<file path="src/rtl/core/mrhs_pkg.sv">
// Shared types, codes and helpers of the run/hold supervisor.
`timescale 1ns / 1ps

package mrhs_pkg;

  // Event codes carried in the command field
  localparam logic [3:0] CMD_TICK       = 4'd0;
  localparam logic [3:0] CMD_SEEK_HOLD  = 4'd1;
  localparam logic [3:0] CMD_HOLDING    = 4'd2;
  localparam logic [3:0] CMD_RUNNING    = 4'd3;
  localparam logic [3:0] CMD_JOGGING    = 4'd4;
  localparam logic [3:0] CMD_IDLE       = 4'd5;
  localparam logic [3:0] CMD_ESTOP      = 4'd6;
  localparam logic [3:0] CMD_PAUSE_REQ  = 4'd7;
  localparam logic [3:0] CMD_PAUSE_EXEC = 4'd8;
  localparam logic [3:0] CMD_STOP       = 4'd9;
  localparam logic [3:0] CMD_UNPAUSE    = 4'd10;
  localparam logic [3:0] CMD_RESUME     = 4'd11;
  localparam logic [3:0] CMD_FLUSH      = 4'd12;

  // Pause kinds
  localparam logic [1:0] PK_USER     = 2'd0;
  localparam logic [1:0] PK_PROGRAM  = 2'd1;
  localparam logic [1:0] PK_OPTIONAL = 2'd2;

  // Hold reasons
  localparam logic [2:0] RS_USER_PAUSE = 3'd0;
  localparam logic [2:0] RS_USER_STOP  = 3'd1;
  localparam logic [2:0] RS_PROG_PAUSE = 3'd2;
  localparam logic [2:0] RS_OPT_PAUSE  = 3'd3;
  localparam logic [2:0] RS_FOUND      = 3'd4;
  localparam logic [2:0] RS_NOT_FOUND  = 3'd5;

  // Reported machine state codes
  localparam logic [2:0] MS_READY    = 3'd0;
  localparam logic [2:0] MS_ESTOPPED = 3'd1;
  localparam logic [2:0] MS_RUNNING  = 3'd2;
  localparam logic [2:0] MS_JOGGING  = 3'd3;
  localparam logic [2:0] MS_STOPPING = 3'd4;
  localparam logic [2:0] MS_HOLDING  = 3'd5;

  // Internal one-hot machine state
  typedef enum logic [5:0] {
    ST_READY    = 6'b000001,
    ST_ESTOPPED = 6'b000010,
    ST_RUNNING  = 6'b000100,
    ST_JOGGING  = 6'b001000,
    ST_STOPPING = 6'b010000,
    ST_HOLDING  = 6'b100000
  } state_t;

  typedef struct packed {
    logic [3:0] command;
    logic       switch_found;
    logic [1:0] pause_kind;
    logic       estop_active;
    logic       motion_busy;
    logic       queue_nonempty;
  } item_t;

  typedef struct packed {
    logic [2:0]  machine_state;
    logic [15:0] change_count;
    logic [2:0]  reason;
    logic        flushing_now;
    logic        resuming_now;
    logic        flush_pulse;
    logic        halt_outputs_pulse;
    logic        push_pause_pulse;
    logic [1:0]  pushed_kind;
  } result_t;

  // Map the one-hot state to its reported code
  function automatic logic [2:0] state_code(input state_t s);
    logic [2:0] code;
    case (s)
      ST_READY:    code = MS_READY;
      ST_ESTOPPED: code = MS_ESTOPPED;
      ST_RUNNING:  code = MS_RUNNING;
      ST_JOGGING:  code = MS_JOGGING;
      ST_STOPPING: code = MS_STOPPING;
      ST_HOLDING:  code = MS_HOLDING;
      default:     code = MS_READY;
    endcase
    return code;
  endfunction

endpackage

</file>
<file path="src/rtl/core/machine_run_hold_supervisor.sv">
// An accepted item's result passes the input register, then the result register, where
// it waits to be taken. Throughput: one item per cycle unless the result stalls;
// the state update is a single pass of logic per item.
// While a result waits to be taken, the input register takes one more item, then stalls.
// Reset (rst, synchronous): state ready, counter and reason zero, flush flag set,
// all request flags cleared, both registers empty.
`timescale 1ns / 1ps

module machine_run_hold_supervisor (
  input  logic              clk,
  input  logic              rst,
  input  logic              item_valid,
  output logic              item_stall,
  input  mrhs_pkg::item_t   item,
  output logic              result_valid,
  input  logic              result_stall,
  output mrhs_pkg::result_t result
);
  import mrhs_pkg::*;

  logic    held_valid;
  logic    advance;
  item_t   held;
  result_t result_next;

  // Input register
  mrhs_in_stage u_in (
    .clk        (clk),
    .rst        (rst),
    .item_valid (item_valid),
    .item_stall (item_stall),
    .item       (item),
    .advance    (advance),
    .held_valid (held_valid),
    .held       (held)
  );

  // State and update logic
  mrhs_core u_core (
    .clk         (clk),
    .rst         (rst),
    .advance     (advance),
    .held        (held),
    .result_next (result_next)
  );

  // Result register
  mrhs_out_stage u_out (
    .clk          (clk),
    .rst          (rst),
    .held_valid   (held_valid),
    .advance      (advance),
    .result_next  (result_next),
    .result_valid (result_valid),
    .result_stall (result_stall),
    .result       (result)
  );

endmodule

</file>
<file path="src/rtl/core/mrhs_in_stage.sv">
// Input register of the supervisor: holds one accepted item.
`timescale 1ns / 1ps

module mrhs_in_stage (
  input  logic           clk,
  input  logic           rst,
  input  logic           item_valid,
  output logic           item_stall,
  input  mrhs_pkg::item_t item,
  input  logic           advance,
  output logic           held_valid,
  output mrhs_pkg::item_t held
);
  import mrhs_pkg::*;

  // Take a new item when empty or when the held one moves on
  assign item_stall = held_valid & ~advance;

  always_ff @(posedge clk) begin
    if (rst) begin
      held_valid <= 1'b0;
    end else if (!item_stall) begin
      held_valid <= item_valid;
    end
  end

  always_ff @(posedge clk) begin
    if (!item_stall && item_valid) begin
      held <= item;
    end
  end

endmodule

</file>
<file path="src/rtl/core/mrhs_core.sv">
// Supervisor state registers and the per-item update logic.
`timescale 1ns / 1ps

module mrhs_core (
  input  logic              clk,
  input  logic              rst,
  input  logic              advance,
  input  mrhs_pkg::item_t   held,
  output mrhs_pkg::result_t result_next
);
  import mrhs_pkg::*;

  state_t      state, state_next;
  logic [15:0] count, count_next;
  logic [2:0]  cause, cause_next;
  logic        flush_flag, flush_flag_next;
  logic        resume_flag, resume_flag_next;
  logic        stop_pend, stop_pend_next;
  logic        pause_pend, pause_pend_next;
  logic        unpause_pend, unpause_pend_next;
  logic        flush_p, halt_p, push_p;
  logic [1:0]  pushed;

  // A change is allowed when it moves the state and the state is not estopped
  function automatic logic may_go(input state_t cur, input state_t nxt);
    return (cur != nxt) && (cur != ST_ESTOPPED);
  endfunction

  // Apply one event in the order of its steps
  always_comb begin
    state_next        = state;
    count_next        = count;
    cause_next        = cause;
    flush_flag_next   = flush_flag;
    resume_flag_next  = resume_flag;
    stop_pend_next    = stop_pend;
    pause_pend_next   = pause_pend;
    unpause_pend_next = unpause_pend;
    flush_p           = 1'b0;
    halt_p            = 1'b0;
    push_p            = 1'b0;
    pushed            = 2'd0;

    case (held.command)
      CMD_TICK: begin
        if (!held.estop_active) begin
          // Serve a pending pause
          if (pause_pend) begin
            if (state_next == ST_RUNNING) begin
              cause_next = RS_USER_PAUSE;
              state_next = ST_STOPPING;
              count_next = count_next + 16'd1;
            end
            pause_pend_next = 1'b0;
          end
          // Serve a pending stop
          if (stop_pend) begin
            cause_next = RS_USER_STOP;
            if (state_next == ST_RUNNING) begin
              state_next = ST_STOPPING;
              count_next = count_next + 16'd1;
            end else if (state_next == ST_JOGGING || state_next == ST_READY ||
                         state_next == ST_HOLDING) begin
              halt_p = 1'b1;
            end
            stop_pend_next = 1'b0;
          end
          // Flush while idle; a set resume ends the flush
          if (flush_flag && (state_next == ST_READY || state_next == ST_HOLDING) &&
              !held.motion_busy) begin
            flush_p = 1'b1;
            if (resume_flag) begin
              flush_flag_next  = 1'b0;
              resume_flag_next = 1'b0;
            end
          end
          // Serve a pending unpause
          if (unpause_pend && !flush_flag_next && state_next != ST_STOPPING) begin
            unpause_pend_next = 1'b0;
            if (state_next == ST_HOLDING) begin
              state_next = held.queue_nonempty ? ST_RUNNING : ST_READY;
              count_next = count_next + 16'd1;
            end
          end
        end
      end
      CMD_SEEK_HOLD: begin
        cause_next = held.switch_found ? RS_FOUND : RS_NOT_FOUND;
        if (state == ST_RUNNING) begin
          state_next = ST_STOPPING;
          count_next = count + 16'd1;
        end
      end
      CMD_HOLDING: begin
        if (may_go(state, ST_HOLDING)) begin
          state_next = ST_HOLDING;
          count_next = count + 16'd1;
        end
        // A user stop reason repeats the stop action from holding
        if (cause == RS_USER_STOP && state_next == ST_HOLDING) begin
          halt_p = 1'b1;
        end
      end
      CMD_RUNNING: begin
        if (state == ST_READY) begin
          state_next = ST_RUNNING;
          count_next = count + 16'd1;
        end
      end
      CMD_JOGGING: begin
        if (state == ST_READY || state == ST_HOLDING) begin
          state_next = ST_JOGGING;
          count_next = count + 16'd1;
        end
      end
      CMD_IDLE: begin
        if (state == ST_RUNNING || state == ST_JOGGING) begin
          state_next = ST_READY;
          count_next = count + 16'd1;
        end
      end
      CMD_ESTOP: begin
        if (may_go(state, ST_ESTOPPED)) begin
          state_next = ST_ESTOPPED;
          count_next = count + 16'd1;
        end
      end
      CMD_PAUSE_REQ: begin
        if (held.pause_kind == PK_USER) begin
          pause_pend_next = 1'b1;
        end else begin
          push_p = 1'b1;
          pushed = held.pause_kind;
        end
      end
      CMD_PAUSE_EXEC: begin
        if (held.pause_kind == PK_OPTIONAL || held.pause_kind == PK_PROGRAM) begin
          cause_next = (held.pause_kind == PK_OPTIONAL) ? RS_OPT_PAUSE : RS_PROG_PAUSE;
          if (may_go(state, ST_HOLDING)) begin
            state_next = ST_HOLDING;
            count_next = count + 16'd1;
          end
        end
      end
      CMD_STOP: begin
        stop_pend_next = 1'b1;
      end
      CMD_UNPAUSE: begin
        unpause_pend_next = 1'b1;
      end
      CMD_RESUME: begin
        if (flush_flag) begin
          resume_flag_next = 1'b1;
        end
      end
      CMD_FLUSH: begin
        flush_flag_next = 1'b1;
      end
      default: begin
      end
    endcase
  end

  // Status after the event plus this event's pulses
  always_comb begin
    result_next.machine_state      = state_code(state_next);
    result_next.change_count       = count_next;
    result_next.reason             = cause_next;
    result_next.flushing_now       = flush_flag_next & ~resume_flag_next;
    result_next.resuming_now       = resume_flag_next;
    result_next.flush_pulse        = flush_p;
    result_next.halt_outputs_pulse = halt_p;
    result_next.push_pause_pulse   = push_p;
    result_next.pushed_kind        = pushed;
  end

  // Commit the update when the item moves to the result register
  always_ff @(posedge clk) begin
    if (rst) begin
      state        <= ST_READY;
      count        <= 16'd0;
      cause        <= RS_USER_PAUSE;
      flush_flag   <= 1'b1;
      resume_flag  <= 1'b0;
      stop_pend    <= 1'b0;
      pause_pend   <= 1'b0;
      unpause_pend <= 1'b0;
    end else if (advance) begin
      state        <= state_next;
      count        <= count_next;
      cause        <= cause_next;
      flush_flag   <= flush_flag_next;
      resume_flag  <= resume_flag_next;
      stop_pend    <= stop_pend_next;
      pause_pend   <= pause_pend_next;
      unpause_pend <= unpause_pend_next;
    end
  end

endmodule

</file>
<file path="src/rtl/core/mrhs_out_stage.sv">
// Result register of the supervisor with its valid/stall handshake.
`timescale 1ns / 1ps

module mrhs_out_stage (
  input  logic              clk,
  input  logic              rst,
  input  logic              held_valid,
  output logic              advance,
  input  mrhs_pkg::result_t result_next,
  output logic              result_valid,
  input  logic              result_stall,
  output mrhs_pkg::result_t result
);
  import mrhs_pkg::*;

  // Move an item in when the register is empty or being drained
  assign advance = held_valid & (~result_valid | ~result_stall);

  always_ff @(posedge clk) begin
    if (rst) begin
      result_valid <= 1'b0;
    end else if (!result_valid || !result_stall) begin
      result_valid <= held_valid;
    end
  end

  always_ff @(posedge clk) begin
    if (advance) begin
      result <= result_next;
    end
  end

endmodule

</file>
<file path="config.mk">
export PLATFORM = sky130hd
export DESIGN_NAME = machine_run_hold_supervisor
export DESIGN_NICKNAME = d
export VERILOG_FILES = /design/src/rtl/core/mrhs_pkg.sv /design/src/rtl/core/machine_run_hold_supervisor.sv /design/src/rtl/core/mrhs_in_stage.sv /design/src/rtl/core/mrhs_core.sv /design/src/rtl/core/mrhs_out_stage.sv
export SDC_FILE = /design/constraint.sdc
export NUM_CORES = 1
export LEC_CHECK = 0
export BUFFER_PORTS_ARGS = -buffer_cell sky130_fd_sc_hd__buf_4
export CORE_MARGIN = 2
export CORE_UTILIZATION = 60
export DETAILED_ROUTE_END_ITERATION = 12
export PLACE_DENSITY = 0.79
export SLEW_MARGIN = 10
export SYNTH_ARGS = -nofsm -noshare
export SYNTH_HDL_FRONTEND = slang
export SYNTH_HIERARCHICAL = 1
export SYNTH_SLANG_ARGS = --single-unit
</file>
<file path="constraint.sdc">
create_clock -name clk -period 4.5 [get_ports clk]
set_input_delay 0.675 -clock clk [delete_from_list [all_inputs] [get_ports clk]]
set_output_delay 0.675 -clock clk [all_outputs]
set_load 0.05 [all_outputs]
</file>
# Yosys cells after proc, flatten, opt, wreduce, memory -nomap -nowiden

Cells that the tools add are included.

Bitwise gates (word level): 10
Reduce and logical (&&, ||, !) cells: 29
Equal/unequal tests: 37
Add/sub/neg operators: 3
$mul: 0
Mux-type cells: 72
Magnitude comparators: 0
Shift operators: 0
Divide/modulo/power cells: 0

Operators with widths:

| operator                                                                | number |
|---|---|
| 16-bit two-way mux                                                      | 17 |
| 16-bit one-hot mux with 8 select lines                                  | 1 |
| 6-bit two-way mux                                                       | 18 |
| 16-bit by 1-bit adder with 16-bit output, second input constant         | 3 |
| 6-bit one-hot mux with 8 select lines                                   | 1 |
| 6-bit equality test, second input constant                              | 5 |
| 1-bit two-way mux                                                       | 21 |
| 4-bit equality test, second input constant                              | 5 |
| 6-bit by 1-bit equality test with 1-bit output, second input constant   | 3 |
| 6-bit by 3-bit equality test with 1-bit output, second input constant   | 3 |
| 6-bit by 4-bit equality test with 1-bit output, second input constant   | 3 |
| 3-bit two-way mux                                                       | 6 |
| 4-bit by 3-bit equality test with 1-bit output, second input constant   | 4 |
| 3-bit one-hot mux with 5 select lines                                   | 1 |
| 1-bit one-hot mux with 2 select lines                                   | 6 |
| 3-bit one-hot mux with 3 select lines                                   | 1 |
| 4-bit by 2-bit equality test with 1-bit output, second input constant   | 2 |
| 4-bit AND reduction                                                     | 2 |
| 1-bit logical AND                                                       | 7 |
| 1-bit logical OR                                                        | 7 |
| 6-bit by 2-bit equality test with 1-bit output, second input constant   | 1 |
| 6-bit by 5-bit equality test with 1-bit output, second input constant   | 1 |
| 6-bit by 2-bit inequality test with 1-bit output, second input constant | 1 |
| 6-bit by 5-bit inequality test with 1-bit output, second input constant | 1 |
| 16 further kinds                                                        | 31 |

Memories: 0
Memory bits (read-only): 0
Register bits: 71
Latch bits: 0
Word-level logic and storage cells: 176
Memory bits (writable): 0
Input port bits: 14

# Longest topological paths before layout

Depth after elaboration: 25
Gate-level depth with buffers: 17
Depth with buffers taken out: 15

# Cells and area by module

Netlist, hierarchy kept.

By module, submodules not included:

| module         | cells an instance | area an instance (sq um) | instances |
|---|---|---|---|
| mrhs_core      | 579               | 4,095.2                  | 1 |
| mrhs_out_stage | 33                | 907.1                    | 1 |
| mrhs_in_stage  | 14                | 350.3                    | 1 |

# Least setup slack after synthesis

Ideal clock, no wire load.

Path kind: reg-to-reg
Start point: register u_core.state[5]
End point: register u_out/result[24] (netlist name)
Setup slack: 0.753 ns
Required time: 4.239 ns
Library setup time: 0.261 ns
Cell stages (with the launch flop): 18
Arrival time: 3.487 ns
Cell sequence: dfxtp_1 > buf_2 > nor3_2 > nand2_1 > clkbuf_1 > nand2_1 > o21ai_0 > ha_1 > a41oi_1 > o211ai_1 > ha_1 > nand2_2 > nor3_1 > nand4_1 > nor4_1 > nand2b_1 > xor2_1 > a221o_1

RTL lines:

| item                   | RTL line         | text |
|---|---|---|
| from (decl)            | mrhs_core.sv:13  | `state_t state, state_next;` |
| from (signal assigned) | mrhs_core.sv:189 | `state <= state_next;` |

==> summary.txt <==
Logic synthesis
  – Post-Synth Adder-Cell Area: ~1.2%
  – Simple-gate share of the synthesized area: between 20% and 30%
  – Synthesized area: about 0.0054 mm^2
  – Largest family of logic cells by synthesized area: simple AND/OR/NAND/NOR gates
  – Synth area leader: edfxtp_1
  – Synth area leaders: edfxtp_1, dfxtp_1, xnor2_1, nor2_1, nand2_1
  – Top FF cell, synth: edfxtp_1
  – Yosys warns: 6
  – Ys async rst share: 0%
  – Mux contribution to synthesized area: between 1 and 1.5%
  – Sequential share of the synthesized area: ~34%
  – Count of state elements after synthesis: just over 70
  – Synth top area share: around 22%
  – Post-Synth XOR/XNOR Area: between 7 and 8%
  – Post-synthesis cell type count: roughly 90
  – Top post-synthesis cells by count: nor2_1, nand2_1, edfxtp_1
  – Synth Area in Compound Gates: 21.0%
  – Top-count cell post-synth: nor2_1
  – Synthesized area per cell: roughly 8.6 um^2
  – Mapped Cells: roughly 630
  – Syn nets: about 650
  – EDFF count, synth: 39

Critical path
  – R2r setup slk: between 0.4 and 0.5 ns
  – CP Launch Type: flop
  – Setup crit end kind: flop
  – Setup Crit Path Kind: flop to flop
  – CP max FO: 9
  – CP arrival: ~4.1 ns
  – CP Data Required Time: approximately 4.6 ns

Final layout
  – Share of cells above drive strength 1: around 17%
  – Cell area after layout: approximately 0.0059 mm^2
  – Synthesis-to-finish area growth: 10.9%
  – Final Net Count: approximately 670
  – N_diodes: 0

Timing
  – Max transition margin: a little over a third
  – Final Skew: 0.0121 ns
  – Tcrit/Tclk final: ~90%
  – # setup viols final: 0
  – Slew Limit Fails: 0
  – Final Hold Viols: 0
  – Final min period: approximately 4.0 ns
  – Total negative setup slack: 0 ns
  – Worst-margin pin slew: 0.950 ns
  – Fmax: approximately 0.25 GHz
  – Unrepaired setup endpoints after global routing: no

Floorplanning
  – Rows: 34
  – Die width: 98.5 um
  – Die Y: slightly below 100 um
  – Die area: between 0.009 and 0.01 mm^2
  – Top-Level Pins: 45
  – Core ar.: 0.00868 mm^2
  – Starting Density: a little over 60%

Global routing
  – GRT Util Overall: between 30% and 40%
  – First-pass GRT wire length: between 20000 and 30000 um
  – GR Layer Usage met3: between 7 and 8%
  – Met1 Usage GRT: between 40 and 50%
  – Grt peak-use layer: met2
  – Initial antenna violation count: 0
  – Number of global-route vias before repair: a little under 5000
  – Total grt overflow: 0
  – Largest net degree at the start of global routing: 47
  – Met2 Usage GRT: between 40% and 50%

Route
  – Starting DRT DRC Count: between 500 and 600
  – Vias/cell: approximately 6.9
  – Number of remaining DRC errors: 0
  – WL/cell: a little over 20 um
  – Final wirelength: approximately 16000 um
  – Iteration count of the initial detailed-routing pass: 5
  – Detail Route Antenna Nets: 0
  – Vias: ~5200

Clock network
  – CTS H-tree depth: 3
  – Num CTS Buffers: 9
  – CTS clk-pin slew, worst paths: roughly 0.09 ns
  – Cts repair resizes: 0
  – CTS Sinks: between 70 and 80
  – Worst skew pair latency: between 0.3 and 0.4 ns
  – CTS Buffer Depth: 2
  – Post-CTS setup buffer count: 0
  – CTS tree: yes
  – CTS Hold Bufs: 0
  – Clk Tree Root Cell: clkbuf_8

Placement
  – Buffers on Ports: between 40 and 50
  – GP Congestion: 1.03
  – Area post-placement: between 0.005 and 0.006 mm^2
  – Post-DP HPWL: 11200 um

Status
  – Status: completed

Job
  – Max Cap Viol: 0

Power
  – PwrDens: between 300 and 400 mW/mm^2
  – Max VDD drop: between 0.2 and 0.25 mV
  – P_leak: roughly 2.1 nW
  – Tot Pwr: ~1.8 mW

Min path
  – Worst hold path type: input port to flop
[final cells by class]
type | count | area, um^2
repair buffers | 60 | 450
multi-input cells | 494 | 3270
fillers | 711 | 2740
well taps | 108 | 135
inverters | 11 | 41.3
flip-flops and latches | 71 | 1810
clock inverters | 7 | 103
clock buffers | 9 | 124
[metal layers]
layer	vias up	part of all wire, %
li1	2368	-
met1	2449	40
met2	340	44
met3	51	12
met4	0	3.6
met5	-	0
[path summary, 6_finish.rpt]
check | from | endpoint | cells after the start
setup reg to reg | u_core/pause_pend | u_out/result[24] | 15
hold / removal | item[0] | u_in/held[0] | 1
setup / recovery | u_core/pause_pend | u_out/result[24] | 15
hold reg to reg | u_core/cause[0] | u_core/cause[0] | 2
[power breakdown]
part | total [mW] | switching [mW] | leakage (nW) | internal [mW]
combinational | 0.424 | 0.273 | 1.39 | 0.151
clock | 0.596 | 0.278 | 0.110 | 0.318
sequential | 0.791 | 0.0589 | 0.637 | 0.733
[logic make-up (layout without fill, tap and decap cells)]
logic type      count (synthesis)  count (layout)
flops                          71              71
xor+xnor                       48              48
buf+inv                        61              87
mux                             7               7
compound gates                152             152
simple gates                  282             282
fa+ha+maj                       5               5
[flip-flops by register name, indices dropped and copies added (netlist names)]
signal	flops
u_in/held_valid	1
u_core/flush_flag	1
u_core/count	16
u_out/result	29
u_core/resume_flag	1
u_out/result_valid	1
u_core/unpause_pend	1
u_core/cause	3
u_in/held	10
u_core/stop_pend	1
u_core/pause_pend	1
u_core/state	6
[worst max-delay path, stage by stage (launching register included)]
cell	delay, ns
dfxtp_1	0.51
and4bb_2	0.37
nand2_1	0.18
nand2_1	0.10
o21ai_0	0.08
ha_1	0.28
a41oi_1	0.09
o211ai_1	0.25
ha_1	0.26
nand2_2	0.07
nor3_1	0.29
nand4_1	0.21
nor4_1	0.47
nand2b_1	0.12
xor2_1	0.16
a221o_1	0.31
[layout by cell type (no fill, tap or decap), types with 11 or more instances in the layout]
cell type,n
a21oi_1,22
buf_4,60
dfxtp_1,32
edfxtp_1,39
nand2_1,59
nand3_1,20
nand4_1,17
nor2_1,68
nor2b_1,13
nor3_1,19
o21ai_0,34
or2_2,11
xnor2_1,34
xor2_1,13
[stage by stage]
step	setup WS (ns)	cells	hold slack [ns]	utilization, %
after floorplan	0.753	626	0.450	-
after detailed placement	0.538	744	0.495	65.8
after CTS	0.510	760	0.478	68.4
after global routing	0.0655	760	0.478	68.4
after global placement	0.660	744	0.463	65.8
final	0.469	760	0.488	68.4
No activity file was read; power rests on OpenSTA's default activity.
